## src/rtl/mnpr_pkg.sv

```systemverilog
// ----------------------------------------------------------------------------
// mnpr_pkg
// Shared constants and controller/datapath handshake types for the MIDI
// note pairing recorder.
// ----------------------------------------------------------------------------
package mnpr_pkg;

   localparam int CHANNEL_COUNT_DEFAULT = 16;
   localparam int TIME_BITS_DEFAULT     = 40;
   localparam int LATENCY_BITS          = 24;
   localparam int DATA_BITS             = 7;
   localparam int NOTES_PER_CHANNEL     = 128;

   // result kinds
   localparam logic [3:0] KIND_NONE      = 4'd0;
   localparam logic [3:0] KIND_NOTE      = 4'd1;
   localparam logic [3:0] KIND_KEYPRESS  = 4'd2;
   localparam logic [3:0] KIND_CTRL      = 4'd3;
   localparam logic [3:0] KIND_PROG      = 4'd4;
   localparam logic [3:0] KIND_CHANPRESS = 4'd5;
   localparam logic [3:0] KIND_BEND      = 4'd6;
   localparam logic [3:0] KIND_UNMATCHED = 4'd7;
   localparam logic [3:0] KIND_SYSTEM    = 4'd8;
   localparam logic [3:0] KIND_BAD       = 4'd9;

   // upper nibble of the status byte
   localparam logic [3:0] MSG_NOTE_OFF   = 4'h8;
   localparam logic [3:0] MSG_NOTE_ON    = 4'h9;
   localparam logic [3:0] MSG_KEYPRESS   = 4'hA;
   localparam logic [3:0] MSG_CTRL       = 4'hB;
   localparam logic [3:0] MSG_PROG       = 4'hC;
   localparam logic [3:0] MSG_CHANPRESS  = 4'hD;
   localparam logic [3:0] MSG_BEND       = 4'hE;

   typedef struct packed {
      logic capture;
      logic resolve;
      logic clear_step;
   } mnpr_cmd_type;

   typedef struct packed {
      logic clear_last;
   } mnpr_stat_type;

endpackage

```

## src/rtl/mnpr_ctrl.sv

```systemverilog
// ----------------------------------------------------------------------------
// mnpr_ctrl
// Sequencer: table clearing sweep after reset, then accept / resolve per
// message.
// ----------------------------------------------------------------------------
module mnpr_ctrl (
   input  logic                   clock,
   input  logic                   reset,
   input  logic                   start,
   output logic                   busy,
   output mnpr_pkg::mnpr_cmd_type cmd,
   input  mnpr_pkg::mnpr_stat_type stat
);
   import mnpr_pkg::*;

   typedef enum logic [1:0] {
      ST_CLEAR,
      ST_IDLE,
      ST_RESOLVE
   } state_type;

   state_type state_ff;
   logic      busy_ff;

   always_ff @(posedge clock) begin
      if (reset) begin
         state_ff <= ST_CLEAR;
         busy_ff  <= 1'b1;
      end else begin
         unique case (state_ff)
            ST_CLEAR: begin
               if (stat.clear_last) begin
                  state_ff <= ST_IDLE;
                  busy_ff  <= 1'b0;
               end
            end
            ST_IDLE: begin
               if (start) begin
                  state_ff <= ST_RESOLVE;
                  busy_ff  <= 1'b1;
               end
            end
            ST_RESOLVE: begin
               state_ff <= ST_IDLE;
               busy_ff  <= 1'b0;
            end
            default: begin
               state_ff <= ST_CLEAR;
               busy_ff  <= 1'b1;
            end
         endcase
      end
   end

   always_comb begin
      cmd.capture    = (state_ff == ST_IDLE) && start;
      cmd.resolve    = (state_ff == ST_RESOLVE);
      cmd.clear_step = (state_ff == ST_CLEAR);
   end

   assign busy = busy_ff;

endmodule

```

## config.mk

```make
export PLATFORM = sky130hd
export DESIGN_NAME = mnpr_ctrl
export DESIGN_NICKNAME = d
export VERILOG_FILES = /design/src/rtl/mnpr_pkg.sv /design/src/rtl/mnpr_ctrl.sv
export SDC_FILE = /design/constraint.sdc
export NUM_CORES = 1
export LEC_CHECK = 0
export BUFFER_PORTS_ARGS = -buffer_cell sky130_fd_sc_hd__clkbuf_2
export CAP_MARGIN = 20
export CORE_AREA = 8 8 45 47
export CTS_CLUSTER_SIZE = 30
export DETAILED_ROUTE_END_ITERATION = 8
export DIE_AREA = 0 0 53 55
export RECOVER_POWER = 25
export SYNTH_ARGS = -nofsm -noshare
export SYNTH_HDL_FRONTEND = slang
export SYNTH_SLANG_ARGS = --single-unit
```

## constraint.sdc

```tcl
create_clock -name clock -period 1 [get_ports clock]
set_clock_uncertainty 0.15 [all_clocks]
set_input_delay 0.05 -clock clock [delete_from_list [all_inputs] [get_ports clock]]
set_output_delay 0.05 -clock clock [all_outputs]
set_load 0.005 [all_outputs]
```

==> results of run 1 <==
## sequential cells by signal (all words and copies together) (netlist names)
name,count
busy,1
state_ff,2
## routing by layer
metal  GRT usage [%]  vias up  share of wire, %  wire (um)
met3            2.67        0                20         70
met1            2.11       64                32        113
met2            4.30        6                49        174
met5               0        -                 0          0
met4            3.88        0                 0          0
li1                -       71                 -          -
## power by group
part	internal (mW)	leakage (nW)	switching [mW]
clock network	0.149	0.0150	0.0548
registers	0.130	0.0259	0.00722
logic	0.0319	0.0663	0.0215
total	0.311	0.107	0.0836
## per-stage QoR
step                power (mW)  std cells
floorplan                0.161         13
global route             0.426         42
CTS                      0.405         42
finish                   0.395         42
global placement         0.186         37
detailed placement       0.187         37
## synthesized netlist by cell type, drive strengths merged
library cell  count
a21oi             1
a2bb2oi           1
and2b             1
and3b             1
dfxtp             3
nor2              2
nor2b             1
o21ai             1
o21bai            1
or3b              1
## cells by family after synthesis
group	share of synthesized area, %
flops	47.1
simple gates	32.4
compound gates	20.6
## worst reg2reg max path: stages (launching register included)
cell,delay (ns)
dfxtp_4,0.35
or3b_1,0.38
a21oi_2,0.13
## area by class of cell
type / instances / area (um^2)
repair buffers: 9 / 56.3
flip-flops and latches: 3 / 65.1
multi-input cells: 10 / 71.3
well taps: 16 / 20.0
fillers: 159 / 1140
clock buffers: 4 / 26.3
## what timing repair did
item	4_1_cts	5_1_grt
resized for setup	1	3
endpoints found under the setup margin	5	5
pin swaps	1	0
hold endpoints to repair	3	1
## worst min-delay path by stage
stage	startpoint	to	slack, ns	cells after the start
2_1_floorplan	reset	state_ff[0]$_SDFFE_PP0P_	-0.04	1
3_3_place_gp	reset	state_ff[0]$_SDFFE_PP0P_	0.11	2
3_5_place_dp	reset	state_ff[0]$_SDFFE_PP0P_	0.11	2
4_1_cts	start	state_ff[0]$_SDFFE_PP0P_	-0.04	3
5_1_grt	start	state_ff[0]$_SDFFE_PP0P_	0.002	3
6_report	start	state_ff[0]$_SDFFE_PP0P_	-0.003	3
==> out/qor.csv, run 1 <==
stage;metric;value;unit
run_status;status;finished, violations left;
run_status;violations;negative hold slack, negative setup slack;
clock_tree;clk_latency;0.23;ns
power;p_per_area;1650;nW/um^2
sta;worst_hold_slack;-0.00299;ns
setup_path;startpoint;state_ff[1]$_SDFFE_PP0P_;
floorplanning;core;1380;um^2
placement;placed_area;193;um^2
clock_tree;cts.sinks;3;
floorplanning;io_pins;8;
setup_path;r2r-end;state_ff[0]$_SDFFE_PP0P_;
logic_synthesis;syn_area;128;um^2
sta;relSlewSlack;84.0;%
logic_synthesis;synthTopCellsByArea;dfxtp_1 47%, and3b_2 7.8%, a2bb2oi_1 6.9%;
layout;syn2layout_area_growth;87.3;%
layout;layout_commonest_cell;clkbuf_2;
clock_tree;cts_buffer_depth;2;
logic_synthesis;ys_types;10;
sta;hold_viol_final;1;
floorplanning;die_width;53;um
logic_synthesis;synth_area_leader_cell;dfxtp_1;
setup_path;critPathBufInv;2;
detailed_routing;dr.pass1.iters;2;
setup_path;worstPathArrival;0.94;ns
setup_path;reg2reg_slack;-0.08;ns
setup_path;crit_path_end;cmd[1];
min_path;hold_path.class;in2reg;
logic_synthesis;synth_fp_nets;17;
setup_path;cp-start-kind;register;
clock_tree;holdBufCountCts;1;
sta;rsz0062_at_grt;true;
run;drv_cap;0;
setup_path;r2r_start;state_ff[0]$_SDFFE_PP0P_;
layout;nNetsFinal;31;
floorplanning;die_h;55;um
global_route;grt_pass1_vias;146;
setup_path;crit_chain;buf_6 > and2b_2 > clkbuf_2;
layout;drive_gt1_share;61.5;%
layout;final_cell_area;239;um^2
setup_path;path_depth;3;
floorplanning;start_util;9.22;%
clock_tree;htreeDepth;1;
sta;fin_ws;-0.135;ns
logic_synthesis;yosysSeqAreaShare;47.1;%
sta;setup_viol;5;
setup_path;path_max_fanout;4;
floorplanning;dieArea;2920;um^2
setup_path;worstPathRequired;0.80;ns
logic_synthesis;yosys_warnings;0;
placement;gp_congestion;0.765;
clock_tree;post_cts_buffers;0;
detailed_routing;drt_iter0_markers;3;
global_route;grt_pass1_wl;586;um
logic_synthesis;synth-seq-cells;3;
setup_path;rr_worst_depth;2;
layout;num_antenna_cells;0;
layout;final_cell_mix;6 x clkbuf_2, 3 x clkbuf_4, 2 x nor2_1;
global_route;grtUsageTotal;3.00;%
sta;clock.fmax;881;MHz
detailed_routing;wire_per_inst;8.52;um
global_route;grt_max_degree;7;
sta;setup_tns;-0.377;ns
placement;port_buffers;7;
sta;drv_slew;0;
layout;final_core_util;17.3;%
power;ir_drop;232;uV
detailed_routing;ant_nets;0;
clock_tree;cts_tree;built;
clock_tree;numCtsBuffers;3;
setup_path;slowest_stage;dfxtp_2;
clock_tree;cts-root-buf;clkbuf_4;
detailed_routing;viasPerCell;3.36;
power;p_leak;0.107;nW
global_route;grt-ovfl-total;0;
detailed_routing;drc;0;
sta;period_share;114;%
placement;dp_slack;-0.0385;ns
detailed_routing;wl;358;um
clock_tree;cts.reportedPaths.clkPinSlew;0.03;ns
floorplanning;placementRows;14;
sta;worst_pin_slew;0.240;ns
setup_path;cp-end-kind;output pin;
logic_synthesis;syn_inst;13;
logic_synthesis;synth_top_area_share;47.1;%
logic_synthesis;syn_avg_cell_area;9.82;um^2
detailed_routing;via_count;141;
setup_path;slowest_delay;0.32;ns
sta;finalCriticalPeriod;1.14;ns
global_route;antenna_found_initial;0;
setup_path;worst-setup-path-type;reg2out;
setup_path;crit_family;flip-flops;
No activity file was read; power rests on OpenSTA's default activity.
==> run 2, diff against run 1 <==
--- a/config.mk
+++ b/config.mk
@@ -11,6 +11,7 @@
 export CTS_CLUSTER_SIZE = 30
 export DETAILED_ROUTE_END_ITERATION = 8
 export DIE_AREA = 0 0 53 55
+export GPL_ROUTABILITY_DRIVEN = 1
 export RECOVER_POWER = 25
 export SYNTH_ARGS = -nofsm -noshare
 export SYNTH_HDL_FRONTEND = slang
==> constraint.sdc (replaced) <==
create_clock -name clock -period 1 [get_ports clock]
set_clock_uncertainty 0.15 [all_clocks]
set_input_delay 0.05 -clock clock [delete_from_list [all_inputs] [get_ports clock]]
set_output_delay 0.05 -clock clock [all_outputs]
set_load 0.05 [all_outputs]
==> run 2 against run 1 <==
Compared with the run above:
- the flow still finishes with violations (negative hold slack, negative setup slack)
- non-clock buffer count rose by 1
- sequential share of layout area down 4.9 points
- combinational power increased by 130%
- final cell count up 2.4%
- first-iteration DRC count decreased by 100%
- maximum frequency decreased by 2.8%
- core utilization is 3.0 points higher
- flip-flop and latch count stayed put
- register-to-register slack improved by 0.04 ns
- die area is the same
- critical path depth fell by 1
- routed wire length decreased by 0.28%
- highest routed layer unchanged
==> out/qor.csv, run 2 (synthesis results as in run 1) <==
stage;metric;value;unit
sta;setup_viol;4;
sta;clock.fmax;856;MHz
setup_path;worstPathRequired;0.80;ns
run_status;violations;negative hold slack, negative setup slack;
setup_path;worstPathArrival;0.97;ns
layout;final_core_util;20.3;%
sta;worst_hold_slack;-0.0456;ns
placement;port_buffers;7;
sta;period_share;117;%
min_path;hold_start;start;
layout;drive_gt1_share;66.7;%
power;p_per_area;1670;nW/um^2
clock_tree;cts-root-buf;clkbuf_4;
min_path;holdPathStages;3;
global_route;grt_max_degree;7;
min_path;hold_path.class;in2reg;
setup_path;critPathBufInv;1;
clock_tree;htreeDepth;1;
clock_tree;numCtsBuffers;3;
min_path;hold_end;state_ff[0]$_SDFFE_PP0P_;
floorplanning;core;1380;um^2
clock_tree;holdBufCountCts;1;
global_route;grtUsageTotal;3.28;%
layout;num_antenna_cells;0;
clock_tree;cts.sinks;3;
layout;final_cell_area;280;um^2
clock_tree;cts.reportedPaths.clkPinSlew;0.04;ns
layout;nNetsFinal;32;
layout;fillers;162;
floorplanning;start_util;9.22;%
power;ir_drop;219;uV
global_route;antenna_found_initial;0;
sta;fin_ws;-0.168;ns
detailed_routing;drc;0;
floorplanning;io_pins;8;
sta;hold_viol_final;1;
placement;gp_congestion;0.576;
floorplanning;placementRows;14;
detailed_routing;wl;357;um
floorplanning;die_width;53;um
sta;rsz0062_at_grt;true;
sta;finalCriticalPeriod;1.17;ns
detailed_routing;dr.pass1.iters;1;
setup_path;cp-start-kind;register;
run_status;status;finished, violations left;
layout;final_cell_mix;3 x clkbuf_4, 3 x clkbuf_2, 3 x buf_4;
setup_path;r2r_start;state_ff[1]$_SDFFE_PP0P_;
detailed_routing;drt_iter0_markers;0;
setup_path;slowest_stage;dfxtp_2;
layout;syn2layout_area_growth;120;%
sta;drv_slew;0;
layout;largest_reg_flops;2;
floorplanning;dieArea;2920;um^2
setup_path;path_max_fanout;5;
setup_path;slowest_delay;0.35;ns
sta;relSlewSlack;90.8;%
setup_path;r2r-end;state_ff[0]$_SDFFE_PP0P_;
setup_path;crit_family;flip-flops;
setup_path;crit_chain;and3b_2 > buf_12;
power;p_leak;0.125;nW
sta;worst_pin_slew;0.136;ns
global_route;grt_pass1_wl;586;um
detailed_routing;viasPerCell;3.33;
floorplanning;die_h;55;um
clock_tree;clk_latency;0.23;ns
placement;dp_hpwl;286;um
detailed_routing;ant_nets;0;
global_route;grt-ovfl-total;0;
detailed_routing;wire_per_inst;8.30;um
detailed_routing;via_count;143;
setup_path;rr_worst_depth;2;
global_route;grt_pass1_vias;161;
setup_path;worst-setup-path-type;reg2out;
run;drv_cap;0;
clock_tree;cts_tree;built;
setup_path;cp-end-kind;output pin;
clock_tree;post_cts_buffers;0;
placement;placed_area;219;um^2
setup_path;reg2reg_slack;-0.04;ns
layout;regMostFlops;state_ff;
clock_tree;cts_buffer_depth;2;
-- run 2: cell count changes in the layout (fill, tap and decap cells not counted), sizes merged --
cell	delta
buf	+4
clkbuf	-3
-- run 2: worst max-delay path by stage --
| stage | startpoint | endpoint | slack, ns | cells past startpoint |
|---|---|---|---|---|
| 2_1_floorplan | state_ff[1]$_SDFFE_PP0P_ | state_ff[1]$_SDFFE_PP0P_ | -0.09 | 2 |
| 3_3_place_gp | state_ff[1]$_SDFFE_PP0P_ | state_ff[0]$_SDFFE_PP0P_ | -0.03 | 2 |
| 3_5_place_dp | state_ff[1]$_SDFFE_PP0P_ | state_ff[0]$_SDFFE_PP0P_ | -0.04 | 2 |
| 4_1_cts | state_ff[0]$_SDFFE_PP0P_ | cmd[1] | -0.19 | 2 |
| 5_1_grt | state_ff[1]$_SDFFE_PP0P_ | cmd[2] | -0.21 | 2 |
| 6_report | state_ff[1]$_SDFFE_PP0P_ | cmd[2] | -0.17 | 2 |
-- run 2: cell type report --
type                            count  area (um^2)  area share (%)
Clock buffer                        4         26.3            9.37
Multi-Input combinational cell     10         73.8            26.3
Sequential cell                     3         62.6            22.3
Tap cell                           16         20.0            7.14
Timing Repair Buffer               10         97.6            34.8
-- run 2: timing repair --
| action | CTS | global route |
|---|---|---|
| pin swaps | 1 | 0 |
| endpoints found under the hold margin | 3 | 1 |
| endpoints found under the setup margin | 6 | 7 |
| resized for setup | 5 | 4 |
-- run 2: worst register-to-register path: stages (launching register included) --
cell,delay [ns]
dfxtp_2,0.33
or3b_1,0.37
a21oi_1,0.12
-- run 2: routing by layer --
metal	track usage (%)	up-vias	routed length (um)
li1	-	74	-
met1	1.67	65	86
met2	4.88	4	223
met3	2.41	0	48
met4	6.47	0	0
met5	0	-	0
-- run 2: power by group --
group,internal [mW],switching [mW],total (mW)
Clock,0.149,0.0584,0.208
Sequential,0.131,0.00776,0.139
Combinational,0.0564,0.0656,0.122
Total,0.337,0.132,0.469
-- run 2: through the flow --
step / cells / setup TNS (ns) / hold WS (ns) / worst slack (ns) / power (mW)
2_1_floorplan: 13 / -0.0913 / -0.0383 / -0.0867 / 0.206
3_3_place_gp: 38 / -0.0296 / 0.108 / -0.0262 / 0.243
3_5_place_dp: 38 / -0.0501 / 0.112 / -0.0362 / 0.244
4_1_cts: 43 / -0.596 / -0.0564 / -0.187 / 0.481
5_1_grt: 43 / -0.687 / -0.0228 / -0.209 / 0.501
6_report: 43 / -0.520 / -0.0456 / -0.168 / 0.469
==> run 3, diff against run 2 <==
--- a/config.mk
+++ b/config.mk
@@ -8,7 +8,8 @@
 export BUFFER_PORTS_ARGS = -buffer_cell sky130_fd_sc_hd__clkbuf_2
 export CAP_MARGIN = 20
 export CORE_AREA = 8 8 45 47
-export CTS_CLUSTER_SIZE = 30
+export CTS_BUF_LIST = sky130_fd_sc_hd__clkbuf_8
+export CTS_CLUSTER_SIZE = 12
 export DETAILED_ROUTE_END_ITERATION = 8
 export DIE_AREA = 0 0 53 55
 export GPL_ROUTABILITY_DRIVEN = 1
==> run 3 against run 2 <==
Compared with the run above:
- the run still ends with negative hold slack, negative setup slack left
- die area unchanged
- cell area is 6.7% higher
- global-route usage is 0.16 points higher
- flip-flop and latch count did not move
- non-clock buffer count unchanged
- register-to-register slack barely moved
- critical path type unchanged
- critical endpoint unchanged
==> out/qor.csv, run 3 (synthesis results as in run 1) <==
stage;metric;value;unit
run_status;violations;negative hold slack, negative setup slack;
clock_tree;post_cts_buffers;0;
layout;syn2layout_area_growth;134;%
layout;final_cells;43;
setup_path;path_max_fanout;5;
sta;rsz0062_at_grt;true;
detailed_routing;wl;376;um
setup_path;worstPathRequired;0.80;ns
clock_tree;cts.sinks;3;
sta;worst_pin_slew;0.136;ns
min_path;hold_end;state_ff[0]$_SDFFE_PP0P_;
floorplanning;die_h;55;um
setup_path;r2r-end;state_ff[0]$_SDFFE_PP0P_;
power;total_power;598;uW
placement;dp_hpwl;286;um
floorplanning;die_width;53;um
floorplanning;dieArea;2920;um^2
setup_path;worstPathArrival;0.95;ns
sta;clock.fmax;869;MHz
min_path;holdPathStages;3;
clock_tree;cts-root-buf;clkbuf_8;
global_route;grtUsageTotal;3.44;%
power;p_per_area;2000;nW/um^2
min_path;hold_path.class;in2reg;
setup_path;cp-end-kind;output pin;
floorplanning;io_pins;8;
floorplanning;start_util;9.22;%
detailed_routing;wire_per_inst;8.74;um
global_route;grt-ovfl-total;0;
detailed_routing;viasPerCell;3.33;
detailed_routing;dr.pass1.iters;1;
detailed_routing;drc;0;
clock_tree;clk_latency;0.21;ns
placement;port_buffers;7;
floorplanning;placementRows;14;
sta;period_share;115;%
clock_tree;numCtsBuffers;3;
power;p_leak;0.137;nW
setup_path;slowest_stage;dfxtp_2;
global_route;grt_pass1_vias;159;
setup_path;rr_worst_depth;2;
clock_tree;holdBufCountCts;1;
setup_path;r2r_start;state_ff[1]$_SDFFE_PP0P_;
clock_tree;cts.reportedPaths.clkPinSlew;0.03;ns
run;drv_cap;0;
sta;hold_viol_final;1;
sta;setup_viol;4;
layout;num_antenna_cells;0;
setup_path;reg2reg_slack;-0.04;ns
setup_path;slowest_delay;0.35;ns
sta;drv_slew;0;
detailed_routing;via_count;143;
run_status;status;finished, violations left;
layout;regMostFlops;state_ff;
placement;placed_area;219;um^2
setup_path;cp-start-kind;register;
placement;gp_congestion;0.576;
global_route;grt_max_degree;7;
detailed_routing;ant_nets;0;
min_path;hold_start;start;
global_route;antenna_found_initial;0;
floorplanning;core;1380;um^2
setup_path;worst-setup-path-type;reg2out;
detailed_routing;drt_iter0_markers;0;
sta;fin_ws;-0.151;ns
layout;final_cell_area;299;um^2
sta;finalCriticalPeriod;1.15;ns
clock_tree;cts_buffer_depth;2;
sta;worst_hold_slack;-0.0289;ns
sta;relSlewSlack;90.8;%
layout;final_cell_mix;3 x clkbuf_8, 3 x clkbuf_2, 2 x buf_8, 2 x buf_4, 2 x dfxtp_2;
clock_tree;htreeDepth;1;
setup_path;crit_chain;and3b_2 > buf_12;
placement;placedCellCount;38;
power;ir_drop;332;uV
clock_tree;cts_tree;built;
layout;nNetsFinal;32;
global_route;grt_pass1_wl;593;um
layout;drive_gt1_share;66.7;%
layout;largest_reg_flops;2;
sta;setup_tns;-0.467;ns
[run 3: timing repair]
item / 4_1_cts / 5_1_grt
endpoints found under the hold margin: 3 / 1
setup endpoints to repair: 6 / 6
pin swaps: 1 / 0
resized for setup: 5 / 3
gates cloned: 0 / 0
[run 3: worst max-delay path: cells and delay by family (launching register included)]
| kind | cells | cell delay, ns |
|---|---|---|
| buffers and inverters | 1 | 0.15 |
| and+or+nand+nor | 1 | 0.24 |
| DFF | 1 | 0.35 |
[run 3: power breakdown]
part / total [mW] / internal [mW] / switching (mW)
Clock: 0.338 / 0.261 / 0.0768
Combinational: 0.121 / 0.0558 / 0.0655
Sequential: 0.139 / 0.131 / 0.00767
Total: 0.598 / 0.448 / 0.150
[run 3: layout make-up]
cell class / instances / area (um^2)
clock buffer: 3 / 41.3
sequential: 3 / 62.6
tap: 16 / 20.0
multi-input combinational: 10 / 73.8
timing repair buffer: 10 / 97.6
clock inverter: 1 / 3.75
fill: 161 / 1080
[run 3: how the worst max path moves through the flow]
stage	cells past startpoint	end	slack, ns	startpoint
global route	2	cmd[2]	-0.19	state_ff[1]$_SDFFE_PP0P_
floorplan	2	state_ff[1]$_SDFFE_PP0P_	-0.09	state_ff[1]$_SDFFE_PP0P_
finish	2	cmd[2]	-0.15	state_ff[1]$_SDFFE_PP0P_
detailed placement	2	state_ff[0]$_SDFFE_PP0P_	-0.04	state_ff[1]$_SDFFE_PP0P_
CTS	2	cmd[1]	-0.16	state_ff[0]$_SDFFE_PP0P_
global placement	2	state_ff[0]$_SDFFE_PP0P_	-0.03	state_ff[1]$_SDFFE_PP0P_
[run 3: per-layer routing]
layer  share of wire, %  wire [um]  vias to the layer above  global-route usage [%]
li1                   -          -                       74                       -
met1                 26         98                       65                    1.67
met2                 61        230                        4                    4.88
met3                 13         47                        0                    2.41
met4                  0          0                        0                    7.76
met5                  0          0                        -                       0
[run 3: stage by stage]
stage	worst slack [ns]	util, %
CTS	-0.163	21.2
global placement	-0.0262	15.8
finish	-0.151	21.6
global route	-0.186	21.6
detailed placement	-0.0362	15.8
floorplan	-0.0867	-
